File: src/design/mctt_pkg.sv
`default_nettype none
// -----------------------------------------------------------------------------
// mctt_pkg: shared types and constants for the multi-channel tick timer
// Channel count, counter width, word layouts, operation and status codes,
// and the command/status bundles between controller and datapath.
// -----------------------------------------------------------------------------
package mctt_pkg;

   // Table size and counter width
   localparam int NUM_CHANNELS = 16;
   localparam int COUNT_WIDTH  = 16;
   localparam int IDX_W        = (NUM_CHANNELS > 1) ? $clog2(NUM_CHANNELS) : 1;

   // Field widths of the words
   localparam int OP_W     = 2;
   localparam int CHAN_W   = 4;
   localparam int VALUE_W  = 16;
   localparam int STATUS_W = 2;
   localparam int MASK_W   = 16;

   // Stream word widths (padded to whole bytes)
   localparam int REQ_USER_W = OP_W;
   localparam int REQ_DATA_W = 24;
   localparam int RSP_DATA_W = 24;
   localparam int REQ_PAD_W  = REQ_DATA_W - CHAN_W - VALUE_W - 1;
   localparam int RSP_PAD_W  = RSP_DATA_W - STATUS_W - MASK_W;

   typedef enum logic [OP_W-1:0] {
      OP_TICK  = 2'd0,
      OP_INIT  = 2'd1,
      OP_START = 2'd2,
      OP_STOP  = 2'd3
   } op_type;

   typedef enum logic [STATUS_W-1:0] {
      ST_OK      = 2'd0,
      ST_RUNNING = 2'd1,
      ST_UNREG   = 2'd2
   } status_type;

   // Controller to datapath
   typedef struct packed {
      logic accept;    // request word taken this cycle
      logic run;       // execute op, or one channel of the tick sweep
      logic load_out;  // move result into the response register
   } ctrl_cmd_type;

   // Datapath to controller
   typedef struct packed {
      logic is_tick;    // latched op is a tick
      logic walk_last;  // sweep is at the last channel
   } dp_sts_type;

   // Channel number to table index
   function automatic logic [IDX_W-1:0] chan_index(input logic [CHAN_W-1:0] ch);
      logic [IDX_W+CHAN_W-1:0] wide;
      wide = {{IDX_W{1'b0}}, ch};
      return wide[IDX_W-1:0];
   endfunction

   // Channel number lies inside the table
   function automatic logic chan_valid(input logic [CHAN_W-1:0] ch);
      logic [IDX_W+CHAN_W:0] wide;
      wide = {{(IDX_W+1){1'b0}}, ch};
      return wide < (IDX_W+CHAN_W+1)'(NUM_CHANNELS);
   endfunction

   // Reload field trimmed or extended to the counter width
   function automatic logic [COUNT_WIDTH-1:0] fit_count(input logic [VALUE_W-1:0] v);
      logic [COUNT_WIDTH+VALUE_W-1:0] wide;
      wide = {{COUNT_WIDTH{1'b0}}, v};
      return wide[COUNT_WIDTH-1:0];
   endfunction

endpackage
`default_nettype wire

File: src/design/multi_channel_tick_timer.sv
`default_nettype none
// -----------------------------------------------------------------------------
// multi_channel_tick_timer: table of down-counting timer channels
// Init, start, stop and tick operations on NUM_CHANNELS timers, one result
// word (status and fired mask) per request word.
// -----------------------------------------------------------------------------
// One request word is handled at a time. An init, start or stop passes
// through the run and done states once; a tick stays in the run state while
// it sweeps the count memory one channel per cycle, over all NUM_CHANNELS
// channels. A finished result sits in an output
// register, so the next word is taken while the previous result still waits.
// Count and reload of a channel hold no defined value until its first init.
module multi_channel_tick_timer
   import mctt_pkg::*;
(
   input  wire logic                  clock,
   input  wire logic                  reset,
   input  wire logic                  req_tvalid,
   output logic                       req_tready,
   // [3:0] channel, [19:4] reload_value, [20] periodic_request, rest zero
   input  wire logic [REQ_DATA_W-1:0] req_tdata,
   // [1:0] operation
   input  wire logic [REQ_USER_W-1:0] req_tuser,
   output logic                       rsp_tvalid,
   input  wire logic                  rsp_tready,
   // [1:0] status, [17:2] fired_mask, rest zero
   output logic      [RSP_DATA_W-1:0] rsp_tdata
);

   ctrl_cmd_type cmd;
   dp_sts_type   sts;

   mctt_ctrl u_ctrl (
      .clock      (clock),
      .reset      (reset),
      .req_tvalid (req_tvalid),
      .req_tready (req_tready),
      .rsp_tvalid (rsp_tvalid),
      .rsp_tready (rsp_tready),
      .cmd        (cmd),
      .sts        (sts)
   );

   mctt_datapath u_datapath (
      .clock     (clock),
      .reset     (reset),
      .req_tdata (req_tdata),
      .req_tuser (req_tuser),
      .cmd       (cmd),
      .sts       (sts),
      .rsp_tdata (rsp_tdata)
   );

`ifndef SYNTHESIS
   // One word at a time: no acceptance in the cycle after one
   a_one_at_a_time: assert property (@(posedge clock) disable iff (reset)
      (req_tvalid && req_tready) |=> !req_tready)
      else $error("request taken while previous word in progress");

   // A word with fired channels comes from a tick, which always reports ok
   a_fired_ok: assert property (@(posedge clock) disable iff (reset)
      (rsp_tvalid && (rsp_tdata[STATUS_W +: MASK_W] != '0))
         |-> (rsp_tdata[STATUS_W-1:0] == ST_OK))
      else $error("fired mask with non-ok status");

   // Status is always a defined code
   a_status_code: assert property (@(posedge clock) disable iff (reset)
      rsp_tvalid |-> (rsp_tdata[STATUS_W-1:0] == ST_OK
                      || rsp_tdata[STATUS_W-1:0] == ST_RUNNING
                      || rsp_tdata[STATUS_W-1:0] == ST_UNREG))
      else $error("undefined status code");
`endif

endmodule
`default_nettype wire

File: src/design/mctt_ctrl.sv
`default_nettype none
// -----------------------------------------------------------------------------
// mctt_ctrl: sequencing controller
// Takes one request word at a time, runs it through the datapath (a run of
// the operation, or a sweep over all channels for a tick) and hands the result word out.
// -----------------------------------------------------------------------------
module mctt_ctrl
   import mctt_pkg::*;
(
   input  wire logic         clock,
   input  wire logic         reset,
   input  wire logic         req_tvalid,
   output logic              req_tready,
   output logic              rsp_tvalid,
   input  wire logic         rsp_tready,
   output ctrl_cmd_type      cmd,
   input  wire dp_sts_type   sts
);

   typedef enum logic [1:0] {
      S_IDLE,
      S_RUN,
      S_DONE
   } state_type;

   state_type state_ff, state_in;
   logic      rsp_tvalid_ff, rsp_tvalid_in;
   logic      out_free;

   // Output register can take a new word
   assign out_free = !rsp_tvalid_ff || rsp_tready;

   // Commands
   assign req_tready   = (state_ff == S_IDLE);
   assign cmd.accept   = req_tvalid && (state_ff == S_IDLE);
   assign cmd.run      = (state_ff == S_RUN);
   assign cmd.load_out = (state_ff == S_DONE) && out_free;
   assign rsp_tvalid   = rsp_tvalid_ff;

   // Next state
   always_comb begin
      state_in = state_ff;
      unique case (state_ff)
         S_IDLE: begin
            if (req_tvalid) state_in = S_RUN;
         end
         S_RUN: begin
            if (!sts.is_tick || sts.walk_last) state_in = S_DONE;
         end
         S_DONE: begin
            if (out_free) state_in = S_IDLE;
         end
         default: state_in = S_IDLE;
      endcase
   end

   // Response valid: set on load, cleared when taken
   always_comb begin
      priority if (cmd.load_out) rsp_tvalid_in = 1'b1;
      else if (rsp_tready)       rsp_tvalid_in = 1'b0;
      else                       rsp_tvalid_in = rsp_tvalid_ff;
   end

   always_ff @(posedge clock) begin
      if (reset) begin
         state_ff      <= S_IDLE;
         rsp_tvalid_ff <= 1'b0;
      end else begin
         state_ff      <= state_in;
         rsp_tvalid_ff <= rsp_tvalid_in;
      end
   end

endmodule
`default_nettype wire

File: src/design/mctt_datapath.sv
`default_nettype none
// -----------------------------------------------------------------------------
// mctt_datapath: timer table and operation logic
// Holds count and reload memories, per-channel flags, the latched request
// and the result registers. A tick sweeps the count memory one channel a cycle.
// -----------------------------------------------------------------------------
module mctt_datapath
   import mctt_pkg::*;
(
   input  wire logic                  clock,
   input  wire logic                  reset,
   input  wire logic [REQ_DATA_W-1:0] req_tdata,
   input  wire logic [REQ_USER_W-1:0] req_tuser,
   input  wire ctrl_cmd_type          cmd,
   output dp_sts_type                 sts,
   output logic      [RSP_DATA_W-1:0] rsp_tdata
);

   // Table memories (contents undefined until init)
   logic [COUNT_WIDTH-1:0] count_mem  [NUM_CHANNELS];
   logic [COUNT_WIDTH-1:0] reload_mem [NUM_CHANNELS];
   logic [COUNT_WIDTH-1:0] count_rd_ff, reload_rd_ff;

   // Per-channel flags
   logic [NUM_CHANNELS-1:0] running_ff, running_in;
   logic [NUM_CHANNELS-1:0] periodic_ff, periodic_in;
   logic [NUM_CHANNELS-1:0] registered_ff, registered_in;

   // Latched request
   op_type             op_ff;
   logic [CHAN_W-1:0]  chan_ff;
   logic [VALUE_W-1:0] value_ff;
   logic               preq_ff;

   // Sweep index and results
   logic [IDX_W-1:0]      idx_ff, idx_in;
   status_type            status_ff, status_in;
   logic [MASK_W-1:0]     fired_ff, fired_in;
   logic [RSP_DATA_W-1:0] rsp_data_ff;

   // Incoming word fields
   op_type            req_op;
   logic [CHAN_W-1:0] req_chan;
   assign req_op   = op_type'(req_tuser[OP_W-1:0]);
   assign req_chan = req_tdata[CHAN_W-1:0];

   // Memory control
   logic [IDX_W-1:0]       rd_addr;
   logic                   count_we, reload_we;
   logic [IDX_W-1:0]       wr_addr;
   logic [COUNT_WIDTH-1:0] count_wd;

   logic [IDX_W-1:0]  c_idx;
   logic              c_valid;
   logic [MASK_W-1:0] hit;

   assign c_idx   = chan_index(chan_ff);
   assign c_valid = chan_valid(chan_ff);

   // Read address: first channel or addressed channel at accept, next channel in sweep
   always_comb begin
      if (cmd.accept) begin
         rd_addr = (req_op == OP_TICK) ? '0 : chan_index(req_chan);
      end else begin
         rd_addr = idx_ff + 1'b1;
      end
   end

   // Mask bit for the current sweep channel
   always_comb begin
      for (int j = 0; j < MASK_W; j++) begin
         hit[j] = ({{(CHAN_W+1){1'b0}}, idx_ff} == (IDX_W+CHAN_W+1)'(j));
      end
   end

   // Operation logic
   always_comb begin
      running_in    = running_ff;
      periodic_in   = periodic_ff;
      registered_in = registered_ff;
      idx_in        = idx_ff;
      status_in     = status_ff;
      fired_in      = fired_ff;
      count_we      = 1'b0;
      reload_we     = 1'b0;
      wr_addr       = c_idx;
      count_wd      = fit_count(value_ff);
      if (cmd.accept) begin
         idx_in    = '0;
         status_in = ST_OK;
         fired_in  = '0;
      end else if (cmd.run) begin
         unique case (op_ff)
            OP_TICK: begin
               wr_addr = idx_ff;
               idx_in  = idx_ff + 1'b1;
               if (registered_ff[idx_ff] && running_ff[idx_ff]) begin
                  if (count_rd_ff != '0) begin
                     count_we = 1'b1;
                     count_wd = count_rd_ff - 1'b1;
                  end else begin
                     fired_in = fired_ff | hit;
                     if (periodic_ff[idx_ff]) begin
                        count_we = 1'b1;
                        count_wd = reload_rd_ff;
                     end else begin
                        running_in[idx_ff] = 1'b0;
                     end
                  end
               end
            end
            OP_INIT: begin
               if (!c_valid) begin
                  status_in = ST_UNREG;
               end else begin
                  registered_in[c_idx] = 1'b1;
                  running_in[c_idx]    = 1'b0;
                  periodic_in[c_idx]   = 1'b0;
                  count_we             = 1'b1;
                  reload_we            = 1'b1;
               end
            end
            OP_START: begin
               priority if (!c_valid || !registered_ff[c_idx]) begin
                  status_in = ST_UNREG;
               end else if (running_ff[c_idx]) begin
                  status_in = ST_RUNNING;
               end else begin
                  running_in[c_idx] = 1'b1;
                  if (preq_ff) periodic_in[c_idx] = 1'b1;
               end
            end
            OP_STOP: begin
               if (!c_valid || !registered_ff[c_idx]) begin
                  status_in = ST_UNREG;
               end else begin
                  running_in[c_idx]  = 1'b0;
                  periodic_in[c_idx] = 1'b0;
                  count_we           = 1'b1;
                  count_wd           = reload_rd_ff;
               end
            end
            default: ;
         endcase
      end
   end

   // Memories: one write and one registered read each
   always_ff @(posedge clock) begin
      if (count_we) count_mem[wr_addr] <= count_wd;
      if (reload_we) reload_mem[wr_addr] <= fit_count(value_ff);
      count_rd_ff  <= count_mem[rd_addr];
      reload_rd_ff <= reload_mem[rd_addr];
   end

   // Flags
   always_ff @(posedge clock) begin
      if (reset) begin
         running_ff    <= '0;
         periodic_ff   <= '0;
         registered_ff <= '0;
      end else begin
         running_ff    <= running_in;
         periodic_ff   <= periodic_in;
         registered_ff <= registered_in;
      end
   end

   // Request latch, sweep index, results
   always_ff @(posedge clock) begin
      if (cmd.accept) begin
         op_ff    <= req_op;
         chan_ff  <= req_chan;
         value_ff <= req_tdata[CHAN_W +: VALUE_W];
         preq_ff  <= req_tdata[CHAN_W+VALUE_W];
      end
      idx_ff    <= idx_in;
      status_ff <= status_in;
      fired_ff  <= fired_in;
      if (cmd.load_out) begin
         rsp_data_ff <= {{RSP_PAD_W{1'b0}}, fired_ff, status_ff};
      end
   end

   assign sts.is_tick   = (op_ff == OP_TICK);
   assign sts.walk_last = (idx_ff == IDX_W'(NUM_CHANNELS - 1));
   assign rsp_tdata     = rsp_data_ff;

endmodule
`default_nettype wire

File: config.mk
export PLATFORM = sky130hd
export DESIGN_NAME = multi_channel_tick_timer
export DESIGN_NICKNAME = d
export VERILOG_FILES = /design/src/design/mctt_pkg.sv /design/src/design/multi_channel_tick_timer.sv /design/src/design/mctt_ctrl.sv /design/src/design/mctt_datapath.sv
export SDC_FILE = /design/constraint.sdc
export NUM_CORES = 1
export LEC_CHECK = 0
export BUFFER_PORTS_ARGS = -buffer_cell sky130_fd_sc_hd__buf_2
export CAP_MARGIN = 15
export CORE_AREA = 2 2 278 280
export CTS_BUF_LIST = sky130_fd_sc_hd__clkbuf_16
export DETAILED_ROUTE_END_ITERATION = 10
export DIE_AREA = 0 0 280 282
export PLACE_DENSITY = 0.5
export SYNTH_ARGS = -nofsm -noshare
export SYNTH_HDL_FRONTEND = slang
export SYNTH_SLANG_ARGS = --single-unit
File: constraint.sdc
create_clock -name clock -period 5.4 [get_ports clock]
set_input_delay 1.08 -clock clock [delete_from_list [all_inputs] [get_ports clock]]
set_output_delay 1.08 -clock clock [all_outputs]
set_load 0.01 [all_outputs]
# Word-level counts from Yosys, hierarchy flattened
# Memories as Yosys holds them, arrays and structs flattened. A register that Yosys moved wholly into a read port is not among the register bits.
# Cells that the tools add are included.
# classes
n_lt_le_gt_ge	4
bitwise	11
n_eq_ne	32
add_sub_neg	2
n_reduce_logical	24
muxes	62
# ops
cell	n
$mux 16	16
$or 16x16->16	4
$pmux 16 s4	1
$and 16x16->16	3
$pmux 16 s3	1
$eq 4x4->1 const B	8
$not 16->16	2
$pmux 16 s2	1
$mux 1	22
$bmux 1 s4	5
$mux 4	5
$eq 4x3->1 const B	4
$reduce_bool 16->1	1
$sub 16x1->16 const B	1
$mux 2	6
$ne 2x1->1 const B	6
$lt 4x5->1 const B	2
$ne 2x2->1 const B	5
$demux 1 s4	2
$eq 4x2->1 const B	2
$ge 4x1->1 const B	2
$reduce_and 4->1	2
$reduce_and 8->1	1
$reduce_and 7->1	1
18 further kinds	32
# word_totals
in_bits	30
wordCells	150
output_inout_bits	26
ff_bits	114
n_memories	2
ram_bits	512
# mem_list
memory	words	word_bits	rd	rd_clocked_by_memory_dff	wr	line	source
u_datapath.count_mem	16	16	1	1	1	mctt_datapath.sv:20	logic [COUNT_WIDTH-1:0] count_mem [NUM_CHANNELS];
u_datapath.reload_mem	16	16	1	1	1	mctt_datapath.sv:21	logic [COUNT_WIDTH-1:0] reload_mem [NUM_CHANNELS];

# Longest topological paths before layout
# depth
ltp_word	10
depth_mapped	11
mapped_depth_nobuf	8

# Hierarchy
# Synthesis repeated with hierarchy kept, for this count alone.
# hier_totals
hier_cells	1767
area_unflattened_um2	27622.7
# by_module_without_submodules
mod	n_inst	seq_area_each_um2	area_per_inst_um2	cells_per_inst
mctt_datapath	1	18647.9	27456.3	1750
mctt_ctrl	1	60.1	166.4	17

# Worst setup path after synthesis
# No wires, ideal clock.
# synth_timing
kind	register to register
from	register u_datapath.idx_ff[1]
to	memory u_datapath.count_mem[14][0], enable pin
synth_period_minus_slack_ns	3.947
arrival_time_ns	3.516
path_buffers	1
required_ns	4.970
setup_ns	0.430
path_stages_with_launch	8
setup_slack_ns	1.453
path_cell_list	dfxtp_1 -> buf_6 -> inv_2 -> mux4_2 -> a22oi_2 -> nand4b_4 -> o31a_1 -> nor4_1
# synth_between
elab_chain_cells	10
# synth_lines
element	line	source
from (decl)	mctt_datapath.sv:36	logic [IDX_W-1:0] idx_ff, idx_in;
from (signal assigned)	mctt_datapath.sv:177	idx_ff <= idx_in;
$bmux 1 s4	mctt_datapath.sv:103	if (periodic_ff[idx_ff]) begin
$mux 1 (implied by the code)	mctt_datapath.sv:103	
$mux 1	mctt_datapath.sv:103	
$mux 1	mctt_datapath.sv:98	if (count_rd_ff != '0) begin
$mux 1	mctt_datapath.sv:97	if (registered_ff[idx_ff] && running_ff[idx_ff]) begin
$pmux 1 s3	mctt_datapath.sv:93	unique case (op_ff)
$mux 1	mctt_datapath.sv:92	end else if (cmd.run) begin
$mux 1	mctt_datapath.sv:88	if (cmd.accept) begin
$mux 1	mctt_datapath.sv:150	if (count_we) count_mem[wr_addr] <= count_wd;
$mux 1 (implied by the code)	mctt_datapath.sv:150	
to (decl)	mctt_datapath.sv:20	
# Parallel ways exist; a longest one is shown, timed or not. The select of a mux whose other input is x is not followed.

# Worst setup path after layout
# layout_timing
from	register u_datapath.idx_ff[2]
to	memory u_datapath.count_mem[4][2], enable pin
# Same word-level chain as after synthesis.

==> impl_metrics.sql <==
INSERT INTO impl_metrics (metric_group, metric, value, unit) VALUES
('run_status', 'outcome', 'finished clean', ''),
('critical_path', 'worst_path_largest_cell_delay', '940', 'ps'),
('synthesis', 'synth.yosys.seq_area_share', '71.0', '%'),
('sta', 'layout_min_cycle_time', '4130', 'ps'),
('critical_path', 'worst-endpoint-arrival', '4450', 'ps'),
('critical_path', 'start_kind', 'flop', ''),
('clock_tree', 'clk-insertion-delay-late', '600', 'ps'),
('global_route', 'antenna_found_initial', '0', ''),
('layout', 'area_growth_syn_to_layout', '15.0', '%'),
('sta', 'timing_max_transition_violations_final', '0', ''),
('critical_path', 'worstSetupEndpointType', 'flop', ''),
('drt', 'vias', '14200', ''),
('critical_path', 'crit_end', 'u_datapath.count_mem[4][2]', ''),
('sta', 'unrepaired_setup_endpoints_after_global_routing', 'no', ''),
('floorplanning', 'floorplan.initialDensity', '34.8', '%'),
('clock_tree', 'h-tree-depth', '3', ''),
('critical_path', 'critical_path_peak_fanout', '18', ''),
('pwr', 'p_comb_share', '8.3', '%'),
('floorplanning', 'die_w', '280', 'um'),
('floorplanning', 'design.die.area', '79000', 'um2'),
('critical_path', 'reg2reg_setup_slack', '1270', 'ps'),
('sta', 'timing.setup.tns', '0', 'ps'),
('pwr', 'power.clock.fraction', '40.7', '%'),
('drt', 'dr.pass1.iters', '7', ''),
('layout', 'final_nets', '1667', ''),
('synthesis', 'synth.most_common_cell', 'sky130_fd_sc_hd__edfxtp_1', ''),
('clock_tree', 'clk_root_buffer_cell', 'sky130_fd_sc_hd__clkbuf_16', ''),
('global_route', 'gr-total-overflow', '0', ''),
('synthesis', 'synthesis.instances', '1544', ''),
('critical_path', 'rr_endpoint', 'u_datapath.count_mem[4][2]', ''),
('layout', 'area_of_the_multi_input_gates', '7300', 'um2'),
('critical_path', 'cp.required', '5710', 'ps'),
('sta', 'max_slew_margin', '23.5', '%'),
('global_route', 'grt_first_pass_wirelength', '95600', 'um'),
('clock_tree', 'tritoncts_buffers', '70', ''),
('sta', 'finalCritPeriodShare', '76.5', '%'),
('synthesis', 'synth.cell_area', '26400', 'um2'),
('sta', 'setup_violations', '0', ''),
('synthesis', 'ys_top_cells_by_area', 'sky130_fd_sc_hd__edfxtp_1 63%, sky130_fd_sc_hd__mux4_2 12%, sky130_fd_sc_hd__dfxtp_1 8.0%', ''),
('layout', 'utilization', '40.0', '%'),
('pwr', 'p_sw', '0.00256', 'W'),
('run', 'max_cap_viols', '0', ''),
('sta', 'tightestPinTransition', '1150', 'ps'),
('clock_tree', 'clock_path_buffers', '3', ''),
('layout', 'drive_gt1_share', '24.0', '%'),
('pwr', 'totalPowerFinal', '0.0112', 'W'),
('critical_path', 'timing.critical_path.cells', 'mux4_2, mux4_2, nor2_1, o31a_1, or2_1, nor3_2, buf_4', ''),
('clock_tree', 'hold_buffers', '0', ''),
('synthesis', 'ys_seq_elements', '658', ''),
('critical_path', 'r2r_start', 'u_datapath.idx_ff[2]', ''),
('critical_path', 'cp_common_cell', 'sky130_fd_sc_hd__mux4_2', ''),
('global_route', 'globalRouteTotalUtil', '16.5', '%'),
('drt', 'routed_wire_length_per_instance', '24.5', 'um'),
('critical_path', 'crit_buf_inv', '1', ''),
('synthesis', 'yosys-top-cells-count', '553 x sky130_fd_sc_hd__edfxtp_1, 143 x sky130_fd_sc_hd__mux4_2, 105 x sky130_fd_sc_hd__dfxtp_1, 94 x sky130_fd_sc_hd__nor2_1, 78 x sky130_fd_sc_hd__a21oi_1', ''),
('clock_tree', 'cts_repair_resize_count', '0', ''),
('pwr', 'power_frac_seq', '51.0', '%'),
('global_route', 'largest_net_degree_at_the_start_of_global_routing', '57', ''),
('layout', 'insertedDiodeCount', '0', ''),
('critical_path', 'critical-path-slowest-cell', 'sky130_fd_sc_hd__dfxtp_1', ''),
('critical_path', 'worstSetupPathDepth', '7', ''),
('pwr', 'power_leakage', '9.63', 'nW'),
('pwr', 'worst_ir_drop_vdd', '0.210', 'mV'),
('sta', 'fmax', '0.242', 'GHz'),
('placement', 'gp_congestion', '0.838', ''),
('critical_path', 'setup.worst_path.start', 'u_datapath.idx_ff[2]', ''),
('drt', 'vias_per_cell', '5.33', ''),
('pwr', 'internal-power', '0.00867', 'W'),
('min_path', 'hp-class', 'flop to flop', ''),
('pwr', 'cellPowerDensity', '370', 'nW/um2'),
('floorplanning', 'floorplan.die.height', '282', 'um');
==> worst min-delay path by stage <==
stage / to / depth (start not counted) / start
floorplan: u_datapath.rsp_tdata[0] / 0 / u_datapath.status_ff[0]
global placement: u_datapath.rsp_tdata[0] / 0 / u_datapath.status_ff[0]
detailed placement: u_datapath.rsp_tdata[5] / 0 / u_datapath.fired_ff[3]
CTS: u_datapath.rsp_tdata[5] / 0 / u_datapath.fired_ff[3]
global route: u_datapath.rsp_tdata[5] / 0 / u_datapath.fired_ff[3]
finish: u_datapath.rsp_tdata[5] / 0 / u_datapath.fired_ff[3]
==> worst register-to-register path: cells and delay by family, from the launching register on <==
family                 cells  cell delay, ps
muxes                      2            1180
and+or+nand+nor            3            1020
DFF                        1             940
AOI/OAI and AO/OA          1             390
buffers and inverters      1             290
==> cells by family (layout without fill, tap and decap cells) <==
group,after synthesis,in the layout,share of synthesized area (%)
XOR/XNOR,16,16,0.532
multiplexers,184,184,13.8
adder cells (fa/ha/maj),10,10,0.475
flip-flops,658,658,71.0
AND/OR/NAND/NOR,318,318,5.88
AO/OA/AOI/OAI,234,234,6.21
buffers and inverters,123,258,2.16
other,1,6,0.0142
==> metal layers <==
layer / track usage, % / wire (um) / vias to the layer above
li1: - / - / 6319
met3: 2.55 / 2820 / 96
met4: 4.47 / 1320 / 0
met5: 0 / 0 / -
met1: 21.9 / 28200 / 7409
met2: 28.4 / 32700 / 373
==> cell usage in the layout, fill, tap and decap left out, types with 46 or more instances in the layout <==
cell type	synthesis	routed
sky130_fd_sc_hd__edfxtp_1	553	553
sky130_fd_sc_hd__mux4_2	143	143
sky130_fd_sc_hd__dfxtp_1	105	105
sky130_fd_sc_hd__nor2_1	94	78
sky130_fd_sc_hd__a21oi_1	78	78
sky130_fd_sc_hd__nand2_1	73	73
sky130_fd_sc_hd__clkbuf_16	0	73
sky130_fd_sc_hd__buf_4	13	57
sky130_fd_sc_hd__a211oi_1	52	52
sky130_fd_sc_hd__buf_2	21	46
==> layout make-up <==
| class | count | share of cell area [%] |
|---|---|---|
| clock inverters | 56 | 1.18 |
| multi-input cells | 768 | 24.1 |
| repair buffers | 112 | 2.74 |
| flip-flops and latches | 658 | 61.7 |
| clock buffers | 73 | 6.03 |
| inverters | 17 | 0.211 |
| well taps | 978 | 4.04 |
==> stage by stage <==
stage                     setup slack [ps]  area [um2]
after floorplan                       1450       26400
after CTS                             1270       30300
final                                 1270       30300
after global routing                  1130       30300
after detailed placement              1310       28100
after global placement                1370       28100
==> power groups by stage <==
| stage | clock network, W | registers (W) | logic, W |
|---|---|---|---|
| after global routing | 0.00487 | 0.00573 | 0.00101 |
| after global placement | 0 | 0.00583 | 0.000940 |
| after floorplan | 0 | 0.00577 | 0.000678 |
| final | 0.00457 | 0.00572 | 0.000931 |
| after detailed placement | 0 | 0.00583 | 0.000946 |
| after CTS | 0.00469 | 0.00573 | 0.000951 |
(Power assumes the default switching activity.)
